`src/rtl/core/wpf_pkg.sv`:
```
// Shared types and codes of the waypoint path follower.
// Used by wpf_ctrl, wpf_dp and the top level; no dependencies.
package wpf_pkg;

    typedef enum logic [2:0] {
        CMD_WRITE   = 3'd0,
        CMD_RESTART = 3'd1,
        CMD_HOP     = 3'd2,
        CMD_SKIP    = 3'd3,
        CMD_OFF     = 3'd4
    } cmd_code_t;

    localparam logic [1:0] CFG_ROUTE_LENGTH   = 2'd0;
    localparam logic [1:0] CFG_REACH_RADIUS   = 2'd1;
    localparam logic [1:0] CFG_REACH_HEIGHT   = 2'd2;
    localparam logic [1:0] CFG_OFF_PATH_LIMIT = 2'd3;

    localparam int CFG_DATA_W = 16;
    localparam int INDEX_W    = 10;
    localparam int COUNT_W    = 16;

    // multiplier operand pairs
    typedef enum logic [3:0] {
        T_WXWX, T_WYWY, T_VXVX, T_VYVY, T_EXEX, T_EYEY,
        T_WXEX, T_WYEY, T_WXEY, T_WYEX, T_CRCR, T_T2L
    } term_t;

    typedef enum logic [1:0] {
        ACC_LOAD, ACC_ADD, ACC_SUB
    } acc_mode_t;

    typedef enum logic [1:0] {
        RD_CUR, RD_PREV, RD_NEXT
    } rd_sel_t;

    typedef struct packed {
        logic      in_load;
        logic      mem_wr;
        logic      restart;
        logic      rd_en;
        rd_sel_t   rd_sel;
        logic      load_a;
        logic      load_b;
        logic      mul_start;
        term_t     term;
        acc_mode_t mode;
        logic      save_l;
        logic      save_cr;
        logic      save_q;
        logic      cur_inc;
        logic      set_done;
        logic      set_hit;
        logic      set_flag;
        logic      tick_clr;
        logic      tick_inc;
        logic      out_load;
    } dp_cmd_t;

    typedef struct packed {
        cmd_code_t cmd;
        logic      cur_lt_len;
        logic      cur_gt0;
        logic      nxt_lt_len;
        logic      mul_done;
        logic      s_zero;
        logic      s_le0;
        logic      s_ge_l;
        logic      s_gt_r2;
        logic      s_gt_t2;
        logic      q_gt_s;
        logic      vert_in;
        logic      a_jump;
        logic      out_free;
    } dp_sts_t;

endpackage

```
`src/rtl/core/wpf_ctrl.sv`:
```
// Controller state machine: sequences reads, multiplies and result updates.
// Depends on wpf_pkg; drives wpf_dp through dp_cmd_t.
module wpf_ctrl
    import wpf_pkg::*;
(
    input  logic    clk,
    input  logic    rst_n,
    input  logic    s_tvalid,
    output logic    s_tready,
    input  dp_sts_t sts,
    output dp_cmd_t cmd
);

    typedef enum logic [5:0] {
        ST_IDLE, ST_DISP, ST_HOP_CHK, ST_RD_CUR, ST_LD_CUR, ST_RC1, ST_RC2,
        ST_RCH_EVAL, ST_MWAIT, ST_OFF_START, ST_P1_RDA, ST_P1_RDB, ST_SEG_LDB,
        ST_OFF_S2, ST_P2_RDA, ST_P2_RDB, ST_OFF_END, ST_P3_RD, ST_P3_LD,
        ST_SG_L1, ST_SG_L2, ST_SG_L3, ST_SG_D1, ST_SG_D2, ST_SG_D3,
        ST_SG_W1, ST_SG_W2, ST_SG_V1, ST_SG_V2, ST_SG_PT_EV,
        ST_SG_C1, ST_SG_C2, ST_SG_C3, ST_SG_C4, ST_SG_C5, ST_SG_C7,
        ST_SG_END, ST_OFF_FIN, ST_FINISH
    } state_t;

    typedef enum logic [1:0] {
        PH_SEG1, PH_SEG2, PH_PT
    } phase_t;

    state_t state_reg, state_next, ret_reg, ret_next;
    phase_t phase_reg, phase_next;
    logic   any_reg, any_next, off_reg, off_next, far_reg, far_next;
    logic   horiz;

    assign horiz    = !sts.s_gt_r2;
    assign s_tready = (state_reg == ST_IDLE);

    always_comb
    begin
        cmd        = '0;
        state_next = state_reg;
        ret_next   = ret_reg;
        phase_next = phase_reg;
        any_next   = any_reg;
        off_next   = off_reg;
        far_next   = far_reg;
        case (state_reg)
            ST_IDLE:
            begin
                if (s_tvalid)
                begin
                    cmd.in_load = 1'b1;
                    state_next  = ST_DISP;
                end
            end
            ST_DISP:
            begin
                case (sts.cmd)
                    CMD_WRITE:
                    begin
                        cmd.mem_wr = 1'b1;
                        state_next = ST_FINISH;
                    end
                    CMD_RESTART:
                    begin
                        cmd.restart = 1'b1;
                        state_next  = ST_FINISH;
                    end
                    CMD_HOP:
                    begin
                        cmd.set_done = 1'b1;
                        state_next   = ST_HOP_CHK;
                    end
                    CMD_SKIP:   state_next = sts.cur_lt_len ? ST_RD_CUR : ST_FINISH;
                    CMD_OFF:    state_next = ST_OFF_START;
                    default:    state_next = ST_FINISH;
                endcase
            end
            ST_HOP_CHK: state_next = sts.cur_lt_len ? ST_RD_CUR : ST_FINISH;
            ST_RD_CUR:
            begin
                cmd.rd_en  = 1'b1;
                cmd.rd_sel = RD_CUR;
                state_next = ST_LD_CUR;
            end
            ST_LD_CUR:
            begin
                cmd.load_a = 1'b1;
                state_next = ST_RC1;
            end
            ST_RC1:
            begin
                cmd.mul_start = 1'b1;
                cmd.term      = T_WXWX;
                cmd.mode      = ACC_LOAD;
                ret_next      = ST_RC2;
                state_next    = ST_MWAIT;
            end
            ST_RC2:
            begin
                cmd.mul_start = 1'b1;
                cmd.term      = T_WYWY;
                cmd.mode      = ACC_ADD;
                ret_next      = ST_RCH_EVAL;
                state_next    = ST_MWAIT;
            end
            ST_RCH_EVAL:
            begin
                if (sts.cmd == CMD_HOP)
                begin
                    if (horiz && sts.vert_in)
                    begin
                        cmd.cur_inc = 1'b1;
                        state_next  = ST_HOP_CHK;
                    end
                    else
                    begin
                        cmd.set_hit = 1'b1;
                        state_next  = ST_FINISH;
                    end
                end
                else
                begin
                    if (horiz && !sts.vert_in && !sts.a_jump)
                    begin
                        cmd.cur_inc = 1'b1;
                        if (sts.nxt_lt_len)
                        begin
                            cmd.set_hit  = 1'b1;
                            cmd.set_flag = 1'b1;
                            cmd.tick_clr = 1'b1;
                        end
                    end
                    state_next = ST_FINISH;
                end
            end
            ST_MWAIT:
            begin
                if (sts.mul_done)
                begin
                    state_next = ret_reg;
                end
            end
            ST_OFF_START:
            begin
                if (!sts.cur_lt_len)
                begin
                    cmd.tick_clr = 1'b1;
                    state_next   = ST_FINISH;
                end
                else
                begin
                    any_next = 1'b0;
                    off_next = 1'b1;
                    if (sts.cur_gt0)
                    begin
                        phase_next = PH_SEG1;
                        state_next = ST_P1_RDA;
                    end
                    else
                    begin
                        state_next = ST_OFF_S2;
                    end
                end
            end
            ST_P1_RDA:
            begin
                cmd.rd_en  = 1'b1;
                cmd.rd_sel = RD_PREV;
                state_next = ST_P1_RDB;
            end
            ST_P1_RDB:
            begin
                cmd.load_a = 1'b1;
                cmd.rd_en  = 1'b1;
                cmd.rd_sel = RD_CUR;
                state_next = ST_SEG_LDB;
            end
            ST_SEG_LDB:
            begin
                cmd.load_b = 1'b1;
                state_next = ST_SG_L1;
            end
            ST_OFF_S2:
            begin
                if (sts.nxt_lt_len)
                begin
                    phase_next = PH_SEG2;
                    state_next = ST_P2_RDA;
                end
                else
                begin
                    state_next = ST_OFF_END;
                end
            end
            ST_P2_RDA:
            begin
                cmd.rd_en  = 1'b1;
                cmd.rd_sel = RD_CUR;
                state_next = ST_P2_RDB;
            end
            ST_P2_RDB:
            begin
                cmd.load_a = 1'b1;
                cmd.rd_en  = 1'b1;
                cmd.rd_sel = RD_NEXT;
                state_next = ST_SEG_LDB;
            end
            ST_OFF_END:
            begin
                if (any_reg)
                begin
                    state_next = ST_OFF_FIN;
                end
                else
                begin
                    phase_next = PH_PT;
                    state_next = ST_P3_RD;
                end
            end
            ST_P3_RD:
            begin
                cmd.rd_en  = 1'b1;
                cmd.rd_sel = RD_CUR;
                state_next = ST_P3_LD;
            end
            ST_P3_LD:
            begin
                cmd.load_a = 1'b1;
                state_next = ST_SG_W1;
            end
            ST_SG_L1:
            begin
                cmd.mul_start = 1'b1;
                cmd.term      = T_EXEX;
                cmd.mode      = ACC_LOAD;
                ret_next      = ST_SG_L2;
                state_next    = ST_MWAIT;
            end
            ST_SG_L2:
            begin
                cmd.mul_start = 1'b1;
                cmd.term      = T_EYEY;
                cmd.mode      = ACC_ADD;
                ret_next      = ST_SG_L3;
                state_next    = ST_MWAIT;
            end
            ST_SG_L3:
            begin
                cmd.save_l = 1'b1;
                state_next = sts.s_zero ? ST_SG_W1 : ST_SG_D1;
            end
            ST_SG_D1:
            begin
                cmd.mul_start = 1'b1;
                cmd.term      = T_WXEX;
                cmd.mode      = ACC_LOAD;
                ret_next      = ST_SG_D2;
                state_next    = ST_MWAIT;
            end
            ST_SG_D2:
            begin
                cmd.mul_start = 1'b1;
                cmd.term      = T_WYEY;
                cmd.mode      = ACC_ADD;
                ret_next      = ST_SG_D3;
                state_next    = ST_MWAIT;
            end
            ST_SG_D3:
            begin
                if (sts.s_le0)
                begin
                    state_next = ST_SG_W1;
                end
                else if (sts.s_ge_l)
                begin
                    state_next = ST_SG_V1;
                end
                else
                begin
                    state_next = ST_SG_C1;
                end
            end
            ST_SG_W1:
            begin
                cmd.mul_start = 1'b1;
                cmd.term      = T_WXWX;
                cmd.mode      = ACC_LOAD;
                ret_next      = ST_SG_W2;
                state_next    = ST_MWAIT;
            end
            ST_SG_W2:
            begin
                cmd.mul_start = 1'b1;
                cmd.term      = T_WYWY;
                cmd.mode      = ACC_ADD;
                ret_next      = ST_SG_PT_EV;
                state_next    = ST_MWAIT;
            end
            ST_SG_V1:
            begin
                cmd.mul_start = 1'b1;
                cmd.term      = T_VXVX;
                cmd.mode      = ACC_LOAD;
                ret_next      = ST_SG_V2;
                state_next    = ST_MWAIT;
            end
            ST_SG_V2:
            begin
                cmd.mul_start = 1'b1;
                cmd.term      = T_VYVY;
                cmd.mode      = ACC_ADD;
                ret_next      = ST_SG_PT_EV;
                state_next    = ST_MWAIT;
            end
            ST_SG_PT_EV:
            begin
                far_next   = sts.s_gt_t2;
                state_next = ST_SG_END;
            end
            ST_SG_C1:
            begin
                cmd.mul_start = 1'b1;
                cmd.term      = T_WXEY;
                cmd.mode      = ACC_LOAD;
                ret_next      = ST_SG_C2;
                state_next    = ST_MWAIT;
            end
            ST_SG_C2:
            begin
                cmd.mul_start = 1'b1;
                cmd.term      = T_WYEX;
                cmd.mode      = ACC_SUB;
                ret_next      = ST_SG_C3;
                state_next    = ST_MWAIT;
            end
            ST_SG_C3:
            begin
                cmd.save_cr = 1'b1;
                state_next  = ST_SG_C4;
            end
            ST_SG_C4:
            begin
                cmd.mul_start = 1'b1;
                cmd.term      = T_CRCR;
                cmd.mode      = ACC_LOAD;
                ret_next      = ST_SG_C5;
                state_next    = ST_MWAIT;
            end
            ST_SG_C5:
            begin
                cmd.save_q    = 1'b1;
                cmd.mul_start = 1'b1;
                cmd.term      = T_T2L;
                cmd.mode      = ACC_LOAD;
                ret_next      = ST_SG_C7;
                state_next    = ST_MWAIT;
            end
            ST_SG_C7:
            begin
                far_next   = sts.q_gt_s;
                state_next = ST_SG_END;
            end
            ST_SG_END:
            begin
                case (phase_reg)
                    PH_PT:
                    begin
                        off_next   = far_reg;
                        state_next = ST_OFF_FIN;
                    end
                    PH_SEG1:
                    begin
                        any_next   = 1'b1;
                        off_next   = off_reg && far_reg;
                        state_next = ST_OFF_S2;
                    end
                    default:
                    begin
                        any_next   = 1'b1;
                        off_next   = off_reg && far_reg;
                        state_next = ST_OFF_END;
                    end
                endcase
            end
            ST_OFF_FIN:
            begin
                if (off_reg)
                begin
                    cmd.tick_inc = 1'b1;
                    cmd.set_flag = 1'b1;
                end
                else
                begin
                    cmd.tick_clr = 1'b1;
                end
                state_next = ST_FINISH;
            end
            ST_FINISH:
            begin
                if (sts.out_free)
                begin
                    cmd.out_load = 1'b1;
                    state_next   = ST_IDLE;
                end
            end
            default: state_next = ST_IDLE;
        endcase
    end

    always_ff @(posedge clk or negedge rst_n)
    begin
        if (!rst_n)
        begin
            state_reg <= ST_IDLE;
            ret_reg   <= ST_IDLE;
            phase_reg <= PH_SEG1;
            any_reg   <= 1'b0;
            off_reg   <= 1'b0;
            far_reg   <= 1'b0;
        end
        else
        begin
            state_reg <= state_next;
            ret_reg   <= ret_next;
            phase_reg <= phase_next;
            any_reg   <= any_next;
            off_reg   <= off_next;
            far_reg   <= far_next;
        end
    end

endmodule

```
`config.mk`:
```
export PLATFORM = sky130hd
export DESIGN_NAME = wpf_ctrl
export DESIGN_NICKNAME = d
export VERILOG_FILES = /design/src/rtl/core/wpf_pkg.sv /design/src/rtl/core/wpf_ctrl.sv
export SDC_FILE = /design/constraint.sdc
export NUM_CORES = 1
export LEC_CHECK = 0
export ABC_AREA = 1
export ABC_CLOCK_PERIOD_IN_PS = 1500
export BUFFER_PORTS_ARGS = -buffer_cell sky130_fd_sc_hd__buf_4
export CAP_MARGIN = 20
export CORE_ASPECT_RATIO = 1.1
export CORE_UTILIZATION = 48
export DETAILED_ROUTE_END_ITERATION = 8
export PLACE_DENSITY_LB_ADDON = 0.25
export SYNTH_ARGS = -nofsm -noshare
export SYNTH_HDL_FRONTEND = slang
export SYNTH_SLANG_ARGS = --single-unit
```
`constraint.sdc`:
```
create_clock -name clk -period 1.5 [get_ports clk]
set_input_delay 0.15 -clock clk [delete_from_list [all_inputs] [get_ports clk]]
set_output_delay 0.15 -clock clk [all_outputs]
set_load 0.01 [all_outputs]
```
==> results of run 1 <==
## cells by family after synthesis
logic type / Yosys count / share of synthesized area [%]
simple gates: 226 / 57.4
buf+inv: 54 / 11.8
compound gates: 21 / 6.90
flops: 17 / 23.9
## metrics by stage
| stage | setup TNS (ns) | setup slack, ns | hold WS [ns] |
|---|---|---|---|
| after CTS | -8.12 | -0.358 | 0.0422 |
| after detailed placement | -3.02 | -0.159 | 0.0346 |
| after global placement | -2.82 | -0.152 | 0.0345 |
| after floorplan | 0 | 0.0193 | -0.146 |
## repair_timing
item	in CTS
gates resized for setup	87
setup buffers	28
pin swaps	25
gates cloned	1
setup endpoints to repair	43
hold endpoints to repair	17
hold buffers	1
==> run_results.csv, run 1 <==
group,metric,value,unit
placement,io_buffer_count,44,
floorplan,rows,22,
floorplan,dieWidth,60.0,um
outcome,firstError,"[ERROR DPL-0038] Utilization greater than 100%, impossible to legalize",
timing,worst_endpoint,"cmd[2]",
synthesis,synth_area_leader_cell,"dfrtp_1",
floorplan,initial_utilization,51.7,%
synthesis,synth-seq-cells,17,
synthesis,synth_top_area_share,23.9,%
synthesis,synthTopCellsByArea,"dfrtp_1 (24%), nand2_1 (19%), nor2_1 (12%)",
clock_tree,cts.htree.levels,1,
clock_tree,cts_max_path_buffers,2,
placement,post_dp_cell_area,2600,um2
synthesis,syn_avg_cell_area,5.59,um2
synthesis,synth_cells,318,
placement,dp_cells,465,
floorplan,num_io_pins,45,
synthesis,synth_edf_count,0,
synthesis,ys_types,25,
synthesis,seq_area_frac_synth,23.9,%
outcome,outcome,"stopped before the end",
floorplan,fp.dieH,65.8,um
synthesis,syn-num-nets,337,
outcome,lastStage,"global routing",
synthesis,synth_area,1780,um2
clock_tree,root_buffer,"clkbuf_4",
synthesis,yosys_warnings,0,
synthesis,synth_most_common_cell,"nand2_1",
synthesis,ys_async_sr_fraction,100,%
global_routing,grt_max_degree,18,
timing,endpoint_type,"output port",
synthesis,synth_flop_cell,"dfrtp_1",
clock_tree,cts_made_buffers,3,
clock_tree,cts_sinks,17,
placement,dp_hpwl,5360,um
placement,place_congestion,0.999,
synthesis,synth_common_cells,"nand2_1 (89), nor2_1 (55), inv_1 (48)",
==> run 2: changes to the inputs <==
- ABC_CLOCK_PERIOD_IN_PS: 1500 -> 2000
- CORE_ASPECT_RATIO: 1.1 -> default
- CORE_UTILIZATION: 48 -> 40
- PLACE_DENSITY_LB_ADDON: 0.25 -> 0.15
- clock period: 1.5 -> 2 ns (I/O delays scaled with it)
==> run 2 against run 1 <==
Area after synthesis stayed put. Synthesized cell count unchanged. The flow now finishes without violations.
==> run_results.csv, run 2 <==
group,metric,value,unit
worst_setup_path,crit_top_cell,"buf_4",
synthesis,synth_cells,318,
layout,final_cell_mix,"nand2_1 (83), buf_4 (55), inv_1 (46)",
global_routing,grt_pass1_wl,9880,um
worst_setup_path,reg2reg_slack,0.24,ns
synthesis,ys_types,25,
synthesis,syn_avg_cell_area,5.59,um2
clock_tree,clk_pin_slew_worst_paths,0.07,ns
worst_setup_path,cp_top_family,"simple AND/OR/NAND/NOR gates",
pwr,p_leak,0.00147,uW
synthesis,yosys_warnings,0,
layout,final_layout_size_suffix_gt1_share,27.9,%
outcome,outcome,"finished, final reports clean",
placement,dp_cells,416,
layout,layout_commonest_cell,"nand2_1",
floorplan,num_io_pins,45,
pwr,p_total,2750,uW
timing,maxSlewViolCount,0,
layout,final_net_count,397,
layout,multiInputGateArea,1230,um2
worst_setup_path,cp.buffers_inverters,2,
synthesis,seq_area_frac_synth,23.9,%
routing,finalWirelength,6240,um
pwr,powerDensity,1150,nW/um2
synthesis,synth_edf_count,0,
layout,fill_cells,433,
placement,place_congestion,1.01,
layout,utilization,57.9,%
routing,drcViolationCount,0,
worst_setup_path,cp_data_arrival_time,1.74,ns
synthesis,synth_top_area_share,23.9,%
worst_setup_path,criticalPathCategory,"register to output pin",
synthesis,synth_flop_cell,"dfrtp_1",
layout,syn_to_final_growth,35.0,%
clock_tree,cts_sinks,17,
timing,setup_viol,0,
synthesis,synth_top_family_by_area,"simple AND/OR/NAND/NOR gates",
clock_tree,root_buffer,"clkbuf_8",
global_routing,track_usage,29.0,%
clock_tree,cts_max_path_buffers,2,
timing,period_minus_slack,1.94,ns
routing,drtPass1Iterations,5,
min_path,min_path_type,"input port to register",
layout,diodes,0,
layout,regArea,433,um2
synthesis,synth_compound_area_share,6.90,%
global_routing,grt_max_degree,18,
routing,drtAntennaViolNets,0,
synthesis,synth_area_leader_cell,"dfrtp_1",
placement,dp_hpwl,5050,um
clock_tree,cts_tree,"done",
floorplan,dieWidth,68.7,um
routing,routed_via_density,5.46,
flow_run,cap_violations,0,
synthesis,syn-num-nets,337,
routing,avgRoutedWirePerCell,14.6,um
synthesis,synth.area.mux_share,0,%
timing,tightest_slew,0.408,ns
worst_setup_path,cp_slowest_cell,"dfrtp_2",
worst_setup_path,cpPeakStageDelay,0.46,ns
floorplan,fp.dieH,68.7,um
clock_tree,cts.htree.levels,1,
global_routing,overflow,0,
clock_tree,clkLatencyLatePin,0.26,ns
worst_setup_path,end_kind,"output pin",
global_routing,antenna_found_initial,0,
worst_setup_path,startpoint_type,"register",
floorplan,core_region_area,4140,um2
synthesis,synth_most_common_cell,"nand2_1",
timing,maxSlewHeadroom,72.6,%
floorplan,die_area,4720,um2
synthesis,synth_xor_area_share,0,%
routing,vias,2331,
worst_setup_path,crit_required,1.80,ns
floorplan,initial_utilization,42.9,%
floorplan,rows,23,
placement,dp_slack,0.257,ns
timing,final.period_utilization,96.8,%
timing,finalHoldViolations,0,
synthesis,synth-simple-area-share,57.4,%
placement,io_buffer_count,44,
pwr,ir_worst_vdd,0.639,mV
timing,max_freq,517,MHz
synthesis,synth-seq-cells,17,
timing,rsz0062_at_grt,"true",
synthesis,synthTopCellsByArea,"dfrtp_1 (24%), nand2_1 (19%), nor2_1 (12%)",
synthesis,synth_common_cells,"nand2_1 (89), nor2_1 (55), inv_1 (48)",
synthesis,synth_area,1780,um2
clock_tree,cts_made_buffers,3,
timing,skew,0.00574,ns
synthesis,synth_fa_ha_area_share,0,%
worst_setup_path,path_cells,"buf_4, nor2_2, nand3_1, nand2_1, nor2_4, nand3_4, buf_4",
synthesis,ys_async_sr_fraction,100,%
worst_setup_path,cp_max_fo,7,
global_routing,grt_pass1_vias,2047,
layout,fin_cells,427,
routing,drt_iter0_drc,281,
timing,setup_slack,0.0647,ns
==> run 2: cell counts after synthesis <==
No cell type changed its count.
==> run 2: layer usage <==
metal | vias to the layer above | share of wire [%] | GRT usage [%]
met1 | 1047 | 45 | 42.0
li1 | 1146 | - | -
met2 | 121 | 43 | 43.6
met3 | 17 | 10 | 4.11
met4 | 0 | 2.1 | 9.90
met5 | - | 0 | 0
==> run 2: logic make-up after synthesis <==
group	after synthesis
simple gates	226
compound gates	21
buf+inv	54
flops	17
==> run 2: path summary, 6_finish.rpt <==
path,start,cells past startpoint,endpoint
worst max-delay path,state_reg[0],7,cmd[16]
worst min-delay path,sts[12],2,any_reg
worst max register to register,state_reg[1],9,state_reg[1]
worst min register to register,ret_reg[0],2,ret_reg[0]
max in group asynchronous,rst_n,2,state_reg[3]
min in group asynchronous,rst_n,2,ret_reg[5]
==> run 2: worst register-to-register path, cell delays in order (launching register included) <==
cell and delay (ns):
dfrtp_2 0.45, inv_1 0.15, nand2_2 0.13, nor3_1 0.39, nand2_1 0.18, nand3_1 0.11, nor2_1 0.05, nand3_1 0.10
nand2_1 0.06, nand2_1 0.06
==> run 2: timing repair <==
item | in CTS | in global routing
setup endpoints to repair | 2 | 13
hold buffers | 1 | 0
pin swaps | 0 | 5
gates resized for setup | 2 | 33
hold endpoints to repair | 17 | 0
buffers inserted | 0 | 6
==> run 2: cell type report <==
| type | count | share of cell area [%] |
|---|---|---|
| Clock buffer | 3 | 1.72 |
| Clock inverter | 1 | 0.208 |
| Inverter | 52 | 8.13 |
| Multi-Input combinational cell | 247 | 51.2 |
| Sequential cell | 17 | 18.0 |
| Tap cell | 50 | 2.61 |
| Timing Repair Buffer | 57 | 18.1 |
==> run 2: metrics by stage <==
stage               TNS (ns)  hold WS (ns)  cell area (um2)
global route         -0.0440         0.158             2400
floorplan                  0       -0.0956             1780
CTS                        0         0.152             2260
detailed placement         0        0.0800             2200
global placement           0        0.0800             2200
finish                     0         0.151             2400
==> run 2: where the power goes <==
group          internal (uW)  total, uW  switching [uW]
Combinational            680       1850            1170
Clock                    139        261             123
Sequential               492        644             152
Total                   1310       2750            1440
(Power assumes the default switching activity.)
